`src/design/sc1a_pkg.sv`:
```
// Shared types, scan code constants and translation tables for the scan code decoder.
// No dependencies; used by sc1a_decode and scancode_set1_to_ascii.
`default_nettype none

package sc1a_pkg;

    localparam int unsigned CODE_W = 8;
    localparam int unsigned CHAR_W = 7;
    localparam int unsigned KEY_COUNT = 58;
    localparam int unsigned KEY_IDX_W = 6;

    localparam logic [CODE_W-1:0] CODE_LSHIFT_MAKE = 8'h2A;
    localparam logic [CODE_W-1:0] CODE_RSHIFT_MAKE = 8'h36;
    localparam logic [CODE_W-1:0] CODE_LSHIFT_BRK  = 8'hAA;
    localparam logic [CODE_W-1:0] CODE_RSHIFT_BRK  = 8'hB6;
    localparam logic [CODE_W-1:0] CODE_CTRL_MAKE   = 8'h1D;
    localparam logic [CODE_W-1:0] CODE_CTRL_BRK    = 8'h9D;
    localparam logic [CODE_W-1:0] CODE_CAPS_MAKE   = 8'h3A;
    localparam logic [CODE_W-1:0] CODE_BRK_BASE    = 8'h80;
    localparam logic [CODE_W-1:0] CODE_KEY_LIMIT   = 8'(KEY_COUNT);
    localparam logic [CODE_W-1:0] CODE_BRK_LIMIT   = 8'(8'h80 + KEY_COUNT);

    localparam logic [CHAR_W-1:0] CHAR_LOWER_A = 7'h61;
    localparam logic [CHAR_W-1:0] CHAR_LOWER_Z = 7'h7A;

    typedef struct packed {
        logic shift;
        logic ctrl;
        logic caps;
    } mod_flags_t;

    typedef struct packed {
        logic              emit;
        logic [CHAR_W-1:0] char_code;
        logic              ctrl_flag;
        logic              shift_flag;
        logic              is_release;
    } key_event_t;

    function automatic logic [CHAR_W-1:0] plain_char(input logic [KEY_IDX_W-1:0] idx);
        logic [CHAR_W-1:0] ch;
        case (idx)
            6'd0:  ch = 7'h00;  6'd1:  ch = 7'h1B;  6'd2:  ch = 7'h31;  6'd3:  ch = 7'h32;
            6'd4:  ch = 7'h33;  6'd5:  ch = 7'h34;  6'd6:  ch = 7'h35;  6'd7:  ch = 7'h36;
            6'd8:  ch = 7'h37;  6'd9:  ch = 7'h38;  6'd10: ch = 7'h39;  6'd11: ch = 7'h30;
            6'd12: ch = 7'h2D;  6'd13: ch = 7'h3D;  6'd14: ch = 7'h08;  6'd15: ch = 7'h09;
            6'd16: ch = 7'h71;  6'd17: ch = 7'h77;  6'd18: ch = 7'h65;  6'd19: ch = 7'h72;
            6'd20: ch = 7'h74;  6'd21: ch = 7'h79;  6'd22: ch = 7'h75;  6'd23: ch = 7'h69;
            6'd24: ch = 7'h6F;  6'd25: ch = 7'h70;  6'd26: ch = 7'h5B;  6'd27: ch = 7'h5D;
            6'd28: ch = 7'h0A;  6'd29: ch = 7'h00;  6'd30: ch = 7'h61;  6'd31: ch = 7'h73;
            6'd32: ch = 7'h64;  6'd33: ch = 7'h66;  6'd34: ch = 7'h67;  6'd35: ch = 7'h68;
            6'd36: ch = 7'h6A;  6'd37: ch = 7'h6B;  6'd38: ch = 7'h6C;  6'd39: ch = 7'h3B;
            6'd40: ch = 7'h27;  6'd41: ch = 7'h60;  6'd42: ch = 7'h00;  6'd43: ch = 7'h5C;
            6'd44: ch = 7'h7A;  6'd45: ch = 7'h78;  6'd46: ch = 7'h63;  6'd47: ch = 7'h76;
            6'd48: ch = 7'h62;  6'd49: ch = 7'h6E;  6'd50: ch = 7'h6D;  6'd51: ch = 7'h2C;
            6'd52: ch = 7'h2E;  6'd53: ch = 7'h2F;  6'd54: ch = 7'h00;  6'd55: ch = 7'h2A;
            6'd56: ch = 7'h00;  6'd57: ch = 7'h20;
            default: ch = 7'h00;
        endcase
        return ch;
    endfunction

    function automatic logic [CHAR_W-1:0] upper_char(input logic [KEY_IDX_W-1:0] idx);
        logic [CHAR_W-1:0] ch;
        case (idx)
            6'd0:  ch = 7'h00;  6'd1:  ch = 7'h1B;  6'd2:  ch = 7'h21;  6'd3:  ch = 7'h40;
            6'd4:  ch = 7'h23;  6'd5:  ch = 7'h24;  6'd6:  ch = 7'h25;  6'd7:  ch = 7'h5E;
            6'd8:  ch = 7'h26;  6'd9:  ch = 7'h2A;  6'd10: ch = 7'h28;  6'd11: ch = 7'h29;
            6'd12: ch = 7'h5F;  6'd13: ch = 7'h2B;  6'd14: ch = 7'h08;  6'd15: ch = 7'h09;
            6'd16: ch = 7'h51;  6'd17: ch = 7'h57;  6'd18: ch = 7'h45;  6'd19: ch = 7'h52;
            6'd20: ch = 7'h54;  6'd21: ch = 7'h59;  6'd22: ch = 7'h55;  6'd23: ch = 7'h49;
            6'd24: ch = 7'h4F;  6'd25: ch = 7'h50;  6'd26: ch = 7'h7B;  6'd27: ch = 7'h7D;
            6'd28: ch = 7'h0A;  6'd29: ch = 7'h00;  6'd30: ch = 7'h41;  6'd31: ch = 7'h53;
            6'd32: ch = 7'h44;  6'd33: ch = 7'h46;  6'd34: ch = 7'h47;  6'd35: ch = 7'h48;
            6'd36: ch = 7'h4A;  6'd37: ch = 7'h4B;  6'd38: ch = 7'h4C;  6'd39: ch = 7'h3A;
            6'd40: ch = 7'h22;  6'd41: ch = 7'h7E;  6'd42: ch = 7'h00;  6'd43: ch = 7'h7C;
            6'd44: ch = 7'h5A;  6'd45: ch = 7'h58;  6'd46: ch = 7'h43;  6'd47: ch = 7'h56;
            6'd48: ch = 7'h42;  6'd49: ch = 7'h4E;  6'd50: ch = 7'h4D;  6'd51: ch = 7'h3C;
            6'd52: ch = 7'h3E;  6'd53: ch = 7'h3F;  6'd54: ch = 7'h00;  6'd55: ch = 7'h2A;
            6'd56: ch = 7'h00;  6'd57: ch = 7'h20;
            default: ch = 7'h00;
        endcase
        return ch;
    endfunction

endpackage

`default_nettype wire

```
`src/design/scancode_set1_to_ascii.sv`:
```
// Two register stages: the input register captures each accepted byte and the output
// register captures its key event, if any; both stages hold while the output is stalled.
// Throughput: one byte per cycle unless the output stalls; the input register, the table
// lookup with the modifier flag update, and the output register form one pass per byte.
// Reset clears the shift, ctrl and caps lock flags and empties both register stages.
// Depends on sc1a_pkg and sc1a_decode.
`default_nettype none

module scancode_set1_to_ascii (
    input  wire logic                               clk,
    input  wire logic                               rst_n,
    input  wire logic                               in_valid,
    output logic                                    in_stall,
    input  wire logic [sc1a_pkg::CODE_W-1:0]        scan_byte,
    output logic                                    out_valid,
    input  wire logic                               out_stall,
    output logic [sc1a_pkg::CHAR_W-1:0]             char_code,
    output logic                                    ctrl_flag,
    output logic                                    shift_flag,
    output logic                                    is_release
);

    logic                           advance;
    logic                           s1_valid_reg;
    logic                           s1_valid_next;
    logic [sc1a_pkg::CODE_W-1:0]    s1_byte_reg;
    sc1a_pkg::mod_flags_t           flags_reg;
    sc1a_pkg::mod_flags_t           flags_next;
    sc1a_pkg::mod_flags_t           dec_flags;
    sc1a_pkg::key_event_t           dec_evt;
    logic                           out_valid_reg;
    logic                           out_valid_next;
    sc1a_pkg::key_event_t           out_evt_reg;

    sc1a_decode u_decode (
        .code       (s1_byte_reg),
        .flags      (flags_reg),
        .flags_next (dec_flags),
        .evt        (dec_evt)
    );

    assign advance = !out_valid_reg || !out_stall;

    always_comb
    begin
        s1_valid_next  = s1_valid_reg;
        flags_next     = flags_reg;
        out_valid_next = out_valid_reg;
        if (advance)
        begin
            s1_valid_next  = in_valid;
            out_valid_next = s1_valid_reg && dec_evt.emit;
            if (s1_valid_reg)
            begin
                flags_next = dec_flags;
            end
        end
    end

    always_ff @(posedge clk or negedge rst_n)
    begin
        if (!rst_n)
        begin
            s1_valid_reg  <= 1'b0;
            flags_reg     <= '0;
            out_valid_reg <= 1'b0;
        end
        else
        begin
            s1_valid_reg  <= s1_valid_next;
            flags_reg     <= flags_next;
            out_valid_reg <= out_valid_next;
        end
    end

    always_ff @(posedge clk)
    begin
        if (advance)
        begin
            s1_byte_reg <= scan_byte;
            if (s1_valid_reg && dec_evt.emit)
            begin
                out_evt_reg <= dec_evt;
            end
        end
    end

    assign in_stall   = !advance;
    assign out_valid  = out_valid_reg;
    assign char_code  = out_evt_reg.char_code;
    assign ctrl_flag  = out_evt_reg.ctrl_flag;
    assign shift_flag = out_evt_reg.shift_flag;
    assign is_release = out_evt_reg.is_release;

endmodule

`default_nettype wire

```
`src/design/sc1a_decode.sv`:
```
// Combinational decode of one scan code byte against the current modifier flags.
// Depends on sc1a_pkg for the code constants, tables and the flag and event structs.
`default_nettype none

module sc1a_decode (
    input  wire logic [sc1a_pkg::CODE_W-1:0] code,
    input  sc1a_pkg::mod_flags_t             flags,
    output sc1a_pkg::mod_flags_t             flags_next,
    output sc1a_pkg::key_event_t             evt
);

    logic [sc1a_pkg::KEY_IDX_W-1:0] key_idx;
    logic [sc1a_pkg::CHAR_W-1:0]    base_char;
    logic [sc1a_pkg::CHAR_W-1:0]    shifted_char;
    logic                           is_letter;
    logic                           use_upper;

    assign key_idx      = code[sc1a_pkg::KEY_IDX_W-1:0];
    assign base_char    = sc1a_pkg::plain_char(key_idx);
    assign shifted_char = sc1a_pkg::upper_char(key_idx);
    assign is_letter    = (base_char >= sc1a_pkg::CHAR_LOWER_A)
                       && (base_char <= sc1a_pkg::CHAR_LOWER_Z);
    assign use_upper    = flags.shift ^ (flags.caps & is_letter);

    always_comb
    begin
        flags_next = flags;
        evt        = '0;
        unique case (code) inside
            sc1a_pkg::CODE_LSHIFT_MAKE, sc1a_pkg::CODE_RSHIFT_MAKE:
            begin
                flags_next.shift = 1'b1;
            end
            sc1a_pkg::CODE_LSHIFT_BRK, sc1a_pkg::CODE_RSHIFT_BRK:
            begin
                flags_next.shift = 1'b0;
            end
            sc1a_pkg::CODE_CTRL_MAKE:
            begin
                flags_next.ctrl = 1'b1;
            end
            sc1a_pkg::CODE_CTRL_BRK:
            begin
                flags_next.ctrl = 1'b0;
            end
            sc1a_pkg::CODE_CAPS_MAKE:
            begin
                flags_next.caps = ~flags.caps;
            end
            default:
            begin
                if (code < sc1a_pkg::CODE_KEY_LIMIT)
                begin
                    evt.char_code  = use_upper ? shifted_char : base_char;
                    evt.ctrl_flag  = flags.ctrl;
                    evt.shift_flag = flags.shift;
                    evt.emit       = (evt.char_code != '0) || flags.ctrl;
                end
                else if ((code >= sc1a_pkg::CODE_BRK_BASE) && (code < sc1a_pkg::CODE_BRK_LIMIT))
                begin
                    evt.char_code  = base_char;
                    evt.is_release = 1'b1;
                    evt.emit       = (base_char != '0) || flags.ctrl;
                end
            end
        endcase
    end

endmodule

`default_nettype wire

```
`config.mk`:
```
export PLATFORM = sky130hd
export DESIGN_NAME = scancode_set1_to_ascii
export DESIGN_NICKNAME = d
export VERILOG_FILES = /design/src/design/sc1a_pkg.sv /design/src/design/scancode_set1_to_ascii.sv /design/src/design/sc1a_decode.sv
export SDC_FILE = /design/constraint.sdc
export NUM_CORES = 1
export LEC_CHECK = 0
export BUFFER_PORTS_ARGS = -buffer_cell sky130_fd_sc_hd__clkbuf_2
export CAP_MARGIN = 20
export CORE_MARGIN = 5
export CORE_UTILIZATION = 42
export CTS_CLUSTER_DIAMETER = 150
export CTS_CLUSTER_SIZE = 40
export DETAILED_ROUTE_END_ITERATION = 12
export HOLD_SLACK_MARGIN = 0.06
export SLEW_MARGIN = 20
export SYNTH_ARGS = -nofsm -noshare
export SYNTH_HDL_FRONTEND = slang
export SYNTH_SLANG_ARGS = --single-unit
```
`constraint.sdc`:
```
create_clock -name clk -period 3.55 [get_ports clk]
set_input_delay 0.355 -clock clk [delete_from_list [all_inputs] [get_ports clk]]
set_output_delay 0.355 -clock clk [all_outputs]
set_load 0.03 [all_outputs]
```
== Yosys cells after proc, flatten, opt, wreduce, memory -nomap -nowiden ==
Memory sizes are Yosys's and may differ from the RTL's. A register that Yosys moved wholly into a read port is not among the register bits.
Index checks and enable logic that the tools add are counted.
Word-level totals
  bits of input ports: 12
  output and inout port bits: 12
  bits in read-only memories: 896
  word-level logic and storage cells: 61
  flip-flop bits (word level): 23
  memories kept: 2
Operators by class
  order comparisons: 5
  multiplexer cells: 11
  bitwise gates (word level): 4
  reduce and logical (&&, ||, !) cells: 22
  equal/unequal tests: 7
Memories
  (name not given): words 64, width 7, read ports 1, clocked after memory_dff 1, wr ports 0, line sc1a_pkg.sv:65  | case (idx)
  (name not given): words 64, width 7, read ports 1, clocked after memory_dff 1, wr ports 0, line sc1a_pkg.sv:42  | case (idx)
Operator list (number)
  8-bit by 6-bit equality test with 1-bit output, second input constant: 3
  8-bit equality test, second input constant: 3
  8-bit 2-to-1 mux: 2
  8-bit OR reduction: 2
  7-bit nonzero test: 2
  6-bit 2-to-1 mux: 2
  11-bit 2-to-1 mux: 1
  3-bit AND reduction: 3
  8-bit by 5-bit equality test with 1-bit output, second input constant: 1
  8-bit >= comparator, second input constant: 1
  8-bit by 6-bit less-than comparator with 1-bit output, second input constant: 1
  8-bit less-than comparator, second input constant: 1
  7-bit >= comparator, second input constant: 1
  7-bit less-or-equal comparator, second input constant: 1
  7-bit 2-to-1 mux: 1
  7-bit OR reduction: 1
  1-bit case mux with 2 select lines: 2
  2-bit nonzero test: 2
  2-bit OR reduction: 2
  1-bit logical AND: 3
  1-bit zero test: 3
  1-bit logical OR: 3
  1-bit 2-to-1 mux: 2
  2-bit 2-to-1 mux: 1
  4 further kinds: 5

== Logic depth before layout (Yosys ltp) ==
  depth after elaboration: 11
  gate-level depth with buffers: 12
  gate-level depth less buffers: 9

== Modules after synthesis ==
From an unflattened synthesis, not the netlist that was laid out.
Unflattened totals
  cells, all modules: 276
  area, all modules: 2487.4 µm²
Modules (own cells, without submodules)
  sc1a_decode: instances 1, area an instance 1742.9 µm², cells an instance 243
  scancode_set1_to_ascii: instances 1, area an instance 744.5 µm², cells an instance 33

== Worst setup path after synthesis ==
Ideal clock, no wire load.
  path kind: register to register
  start point: register out_valid_reg (netlist: out_valid)
  end point: register, netlist name u_decode.base_char[3]
  stages on the path, launching flop included: 10
  data arrival time: 2.518 ns
  buffers on the path: 2
  period minus slack after synthesis: 2.645 ns
  setup time: 0.127 ns
  path slack: 0.905 ns
  cells stage by stage: dfrtp_1 -> and3_1 -> or2_2 -> clkbuf_1 -> inv_1 -> ha_1 -> clkbuf_1 -> mux2_2 -> o211ai_1 -> or3_1
Between the ends
  cells in the longest elaborated chain, start to end: 3
RTL lines
  from (decl): line scancode_set1_to_ascii.sv:31  | logic out_valid_reg;
  from (signal assigned): line scancode_set1_to_ascii.sv:72  | out_valid_reg <= out_valid_next;
  1-bit zero test: line scancode_set1_to_ascii.sv:42  | assign advance = !out_valid_reg || !out_stall;
  1-bit logical OR: line scancode_set1_to_ascii.sv:42
  6-bit 2-to-1 mux (no line)
Every way passes these cells.
A chain may end at the register's enable or synchronous reset.

== Final worst setup path ==
  start point: register out_valid_reg (netlist: out_valid)
  end point: register, netlist name u_decode.shifted_char[3]
Between the ends
  cells in the longest elaborated chain, start to end: 3
RTL lines (line)
  1-bit zero test: scancode_set1_to_ascii.sv:42
  1-bit logical OR: scancode_set1_to_ascii.sv:42
  6-bit 2-to-1 mux (no line)
Every way passes these cells.

==> reports/summary.log <==
[timing] Final Slew Violations 0
[timing] final period demand of the worst path 3.093 ns
[die] Die X 93.94 µm
[cells_and_area] number of inserted diodes 0
[route] post-detailed-route count of antenna-violating nets 0
[power] switching share of power 0.4046
[synthesis] post-synthesis cell count 323
[outcome] outcome completed
[clock_tree] CTS Buf Count 5
[cells_and_area] core occupancy in the finished layout 0.4608
[die] initial core utilization 0.4332
[setup_path] maximum fanout along the worst path 15
[power] Peak supply drop 0.2000 mV
[synthesis] biggest area consumer among synthesized cells edfxtp_1
[cells_and_area] layout cell share with drive strength beyond 1 0.2060
[power] Final Total Pwr 1.479 mW
[synthesis] number of enable-type register cells in the synthesized netlist 18
[die] die outline area 8824 µm²
[synthesis] cell area after synthesis 2959 µm²
[power] areal power density over the cells 469.9 nW/µm²
[synthesis] top cell type's share of synthesized area 0.1827
[setup_path] Register-to-Register Path Depth 8
[setup_path] setup slack, reg-to-reg 0.46 ns
[timing] setup_tns 0 ns
[clock_tree] number of hold-repair buffers added at the cts stage 1
[grt] number of antenna violations at the first check in global routing 0
[flow_run] max capacitance violation total 0
[cells_and_area] area growth from synthesis to layout 6.385%
[synthesis] ranking of synthesized cells by area edfxtp_1 18%, dfxtp_1 9.5%, dfrtp_1 4.2%, ha_1 4.2%, a21oi_1 3.0%
[cells_and_area] final net count 356
[synthesis] total number of yosys warnings 0
[power] Seq pwr share 0.415
[clock_tree] H-tree levels 2
[clock_tree] CTS tree built
[synthesis] top flip-flop cell by instance count after synthesis edfxtp_1
[route] number of design rule violations left after detail routing 0
[setup_path] endpoint of the worst setup timing path u_decode.shifted_char[3]
[grt] final global-route overflow total 0
[clock_tree] number of clock sinks 37
[route] Post-Route WL 7.984 mm
[clock_tree] clock buffer depth 2
[route] Pre-Repair DR Iteration Count 5
[power] leak pwr 1.218 nW
[setup_path] Crit. End Element register
[synthesis] mean instance size in the synthesized netlist 9.161 µm²
[setup_path] startpoint of the worst register-to-register path out_valid
[grt] total global routing track utilization 0.1874
[timing] Hold Violations, Final 0
[die] area of the placeable core 6832 µm²
[timing] worst setup skew after layout 0.005222 ns
[placement] post-placement cell count 422
[placement] gpl congestion 0.9066
[synthesis] #FFs+latches synth 37
[setup_path] CP Data Required Time 3.72 ns
[clock_tree] clock-pin slew on the worst setup and hold paths 0.08 ns
[setup_path] arrival time at the worst endpoint 3.26 ns
[cells_and_area] post-route design area 3148 µm²
[route] via density per instance 6.165
[cells_and_area] non-filler cells, final 431
[synthesis] post-synth net total 345
[cells_and_area] most frequent cells in the layout 23 x clkbuf_2, 20 x nand2_1, 18 x a21oi_1, 18 x nor2_1, 18 x edfxtp_1
[power] fraction of power consumed by combinational cells 0.392
[timing] transition time at the pin with the least slew margin 1.012 ns
[placement] total placed instance area 3053 µm²
[min_path] hold crit path type primary input to register
[power] Psw 0.5985 mW
[power] part of the power in the clock network 0.193
[clock_tree] Clk Tree Root Cell clkbuf_8
[timing] Setup-failing EPs final 0
[route] average routed wire per standard cell 18.52 µm
[grt] vias in the first global route 2409
[placement] # port buffers 23
[timing] fin crit share 0.8712
[synthesis] post-synthesis sequential area ratio 0.3197
[clock_tree] insertion delay of the later-clocked pin in the worst-skew pair 0.28 ns
[synthesis] number of unique standard cell types used by synthesis 82
[route] Vias 2657
[die] die boundary height 93.94 µm
[synthesis] async set-or-reset flop fraction in the synthesized netlist 0.1351
[cells_and_area] leading cell type in the layout, fill and taps excluded clkbuf_2
[timing] fmax 0.3233 GHz
[timing] RSZ-0062 raised after global routing no
[cells_and_area] Largest register FFs 8
[setup_path] kind of start point of the critical path register
[placement] detailed-placement wirelength estimate 5.681 mm
[setup_path] category of the critical setup timing path register to register
[grt] global-route wire length before repair 13.12 mm
[grt] largest net degree at the start of global routing 22
[timing] worst slew slack as a fraction of its limit 0.3189
[power] P_int 0.8809 mW
[clock_tree] Post-CTS Setup Inserts 0
[die] row count 30
[route] drt initial violations 237
[setup_path] endpoint of the most critical register-to-register path u_decode.shifted_char[3]
[clock_tree] post-CTS sizing 0
[die] # IOs 24
[setup_path] CP Launch Point out_valid
==> power groups by stage <==
stage          Sequential (mW)  Combinational (mW)  Clock (mW)
3_3_place_gp             0.618               0.565           0
6_report                 0.613               0.580       0.286
4_1_cts                  0.610               0.568       0.293
5_1_grt                  0.624               0.629       0.321
2_1_floorplan            0.613               0.438           0
3_5_place_dp             0.619               0.563           0
==> critical path: stages, from the launching register on <==
cell,delay [ns]
dfrtp_1,0.67
a21boi_0,0.25
or2_2,0.43
inv_1,0.23
ha_1,0.42
a21boi_2,0.33
o21bai_1,0.16
a221oi_1,0.11
or3_1,0.36
==> layout make-up <==
type	count	area, µm²
Multi-Input combinational cell	247	1775
Fill cell	706	3684
Sequential cell	37	945.9
Clock buffer	5	68.82
Clock inverter	3	16.27
Timing Repair Buffer	29	162.7
Inverter	14	58.81
Tap cell	96	120.1
==> worst min-delay path by stage <==
stage / startpoint / endpoint / slack, ns / depth (start not counted)
final: scan_byte[7] / s1_byte_reg[7] / 0.25 / 1
after global routing: scan_byte[7] / s1_byte_reg[7] / 0.23 / 1
after CTS: scan_byte[7] / s1_byte_reg[7] / 0.24 / 1
after detailed placement: rst_n / s1_valid_reg / 0.19 / 1
after global placement: rst_n / s1_valid_reg / 0.20 / 1
after floorplan: rst_n / flags_reg[0] / 0.06 / 0
==> per-layer routing <==
layer	up-vias	track usage	wire length (µm)
met5	-	0	0
met3	21	0.02163	585
met1	1233	0.2799	3654
met2	132	0.2744	3547
li1	1271	-	-
met4	0	0.06859	196
==> metrics by stage <==
stage	hold WS [ns]	worst slack, ns
after floorplan	0.05941	0.9053
after detailed placement	0.1895	0.5609
after CTS	0.2399	0.5067
after global placement	0.1960	0.7124
after global routing	0.2268	0.3008
final	0.2495	0.4574
==> kinds of logic (layout without fill, tap and decap cells) <==
logic type / count (synthesis) / in the layout / synth area share
compound gates: 123 / 123 / 0.3171
xor+xnor: 3 / 3 / 0.008881
fa+ha+maj: 10 / 10 / 0.04228
buf+inv: 39 / 51 / 0.08034
flops: 37 / 37 / 0.3197
mux: 13 / 13 / 0.04609
simple gates: 98 / 98 / 0.1856
==> synthesized netlist by cell type, types with 5 or more instances <==
| cell | number |
|---|---|
| nand3_1 | 17 |
| clkbuf_1 | 5 |
| dfrtp_1 | 5 |
| inv_1 | 11 |
| a21oi_1 | 18 |
| mux2i_1 | 8 |
| buf_2 | 10 |
| o21ai_1 | 6 |
| buf_6 | 6 |
| nor2b_1 | 7 |
| o211ai_1 | 11 |
| o21ai_0 | 16 |
| nand2_1 | 20 |
| nor2_1 | 18 |
| a31oi_1 | 7 |
| ha_1 | 10 |
| edfxtp_1 | 18 |
| mux2_2 | 5 |
| dfxtp_1 | 14 |
| a21o_1 | 5 |
(Power assumes the default switching activity.)
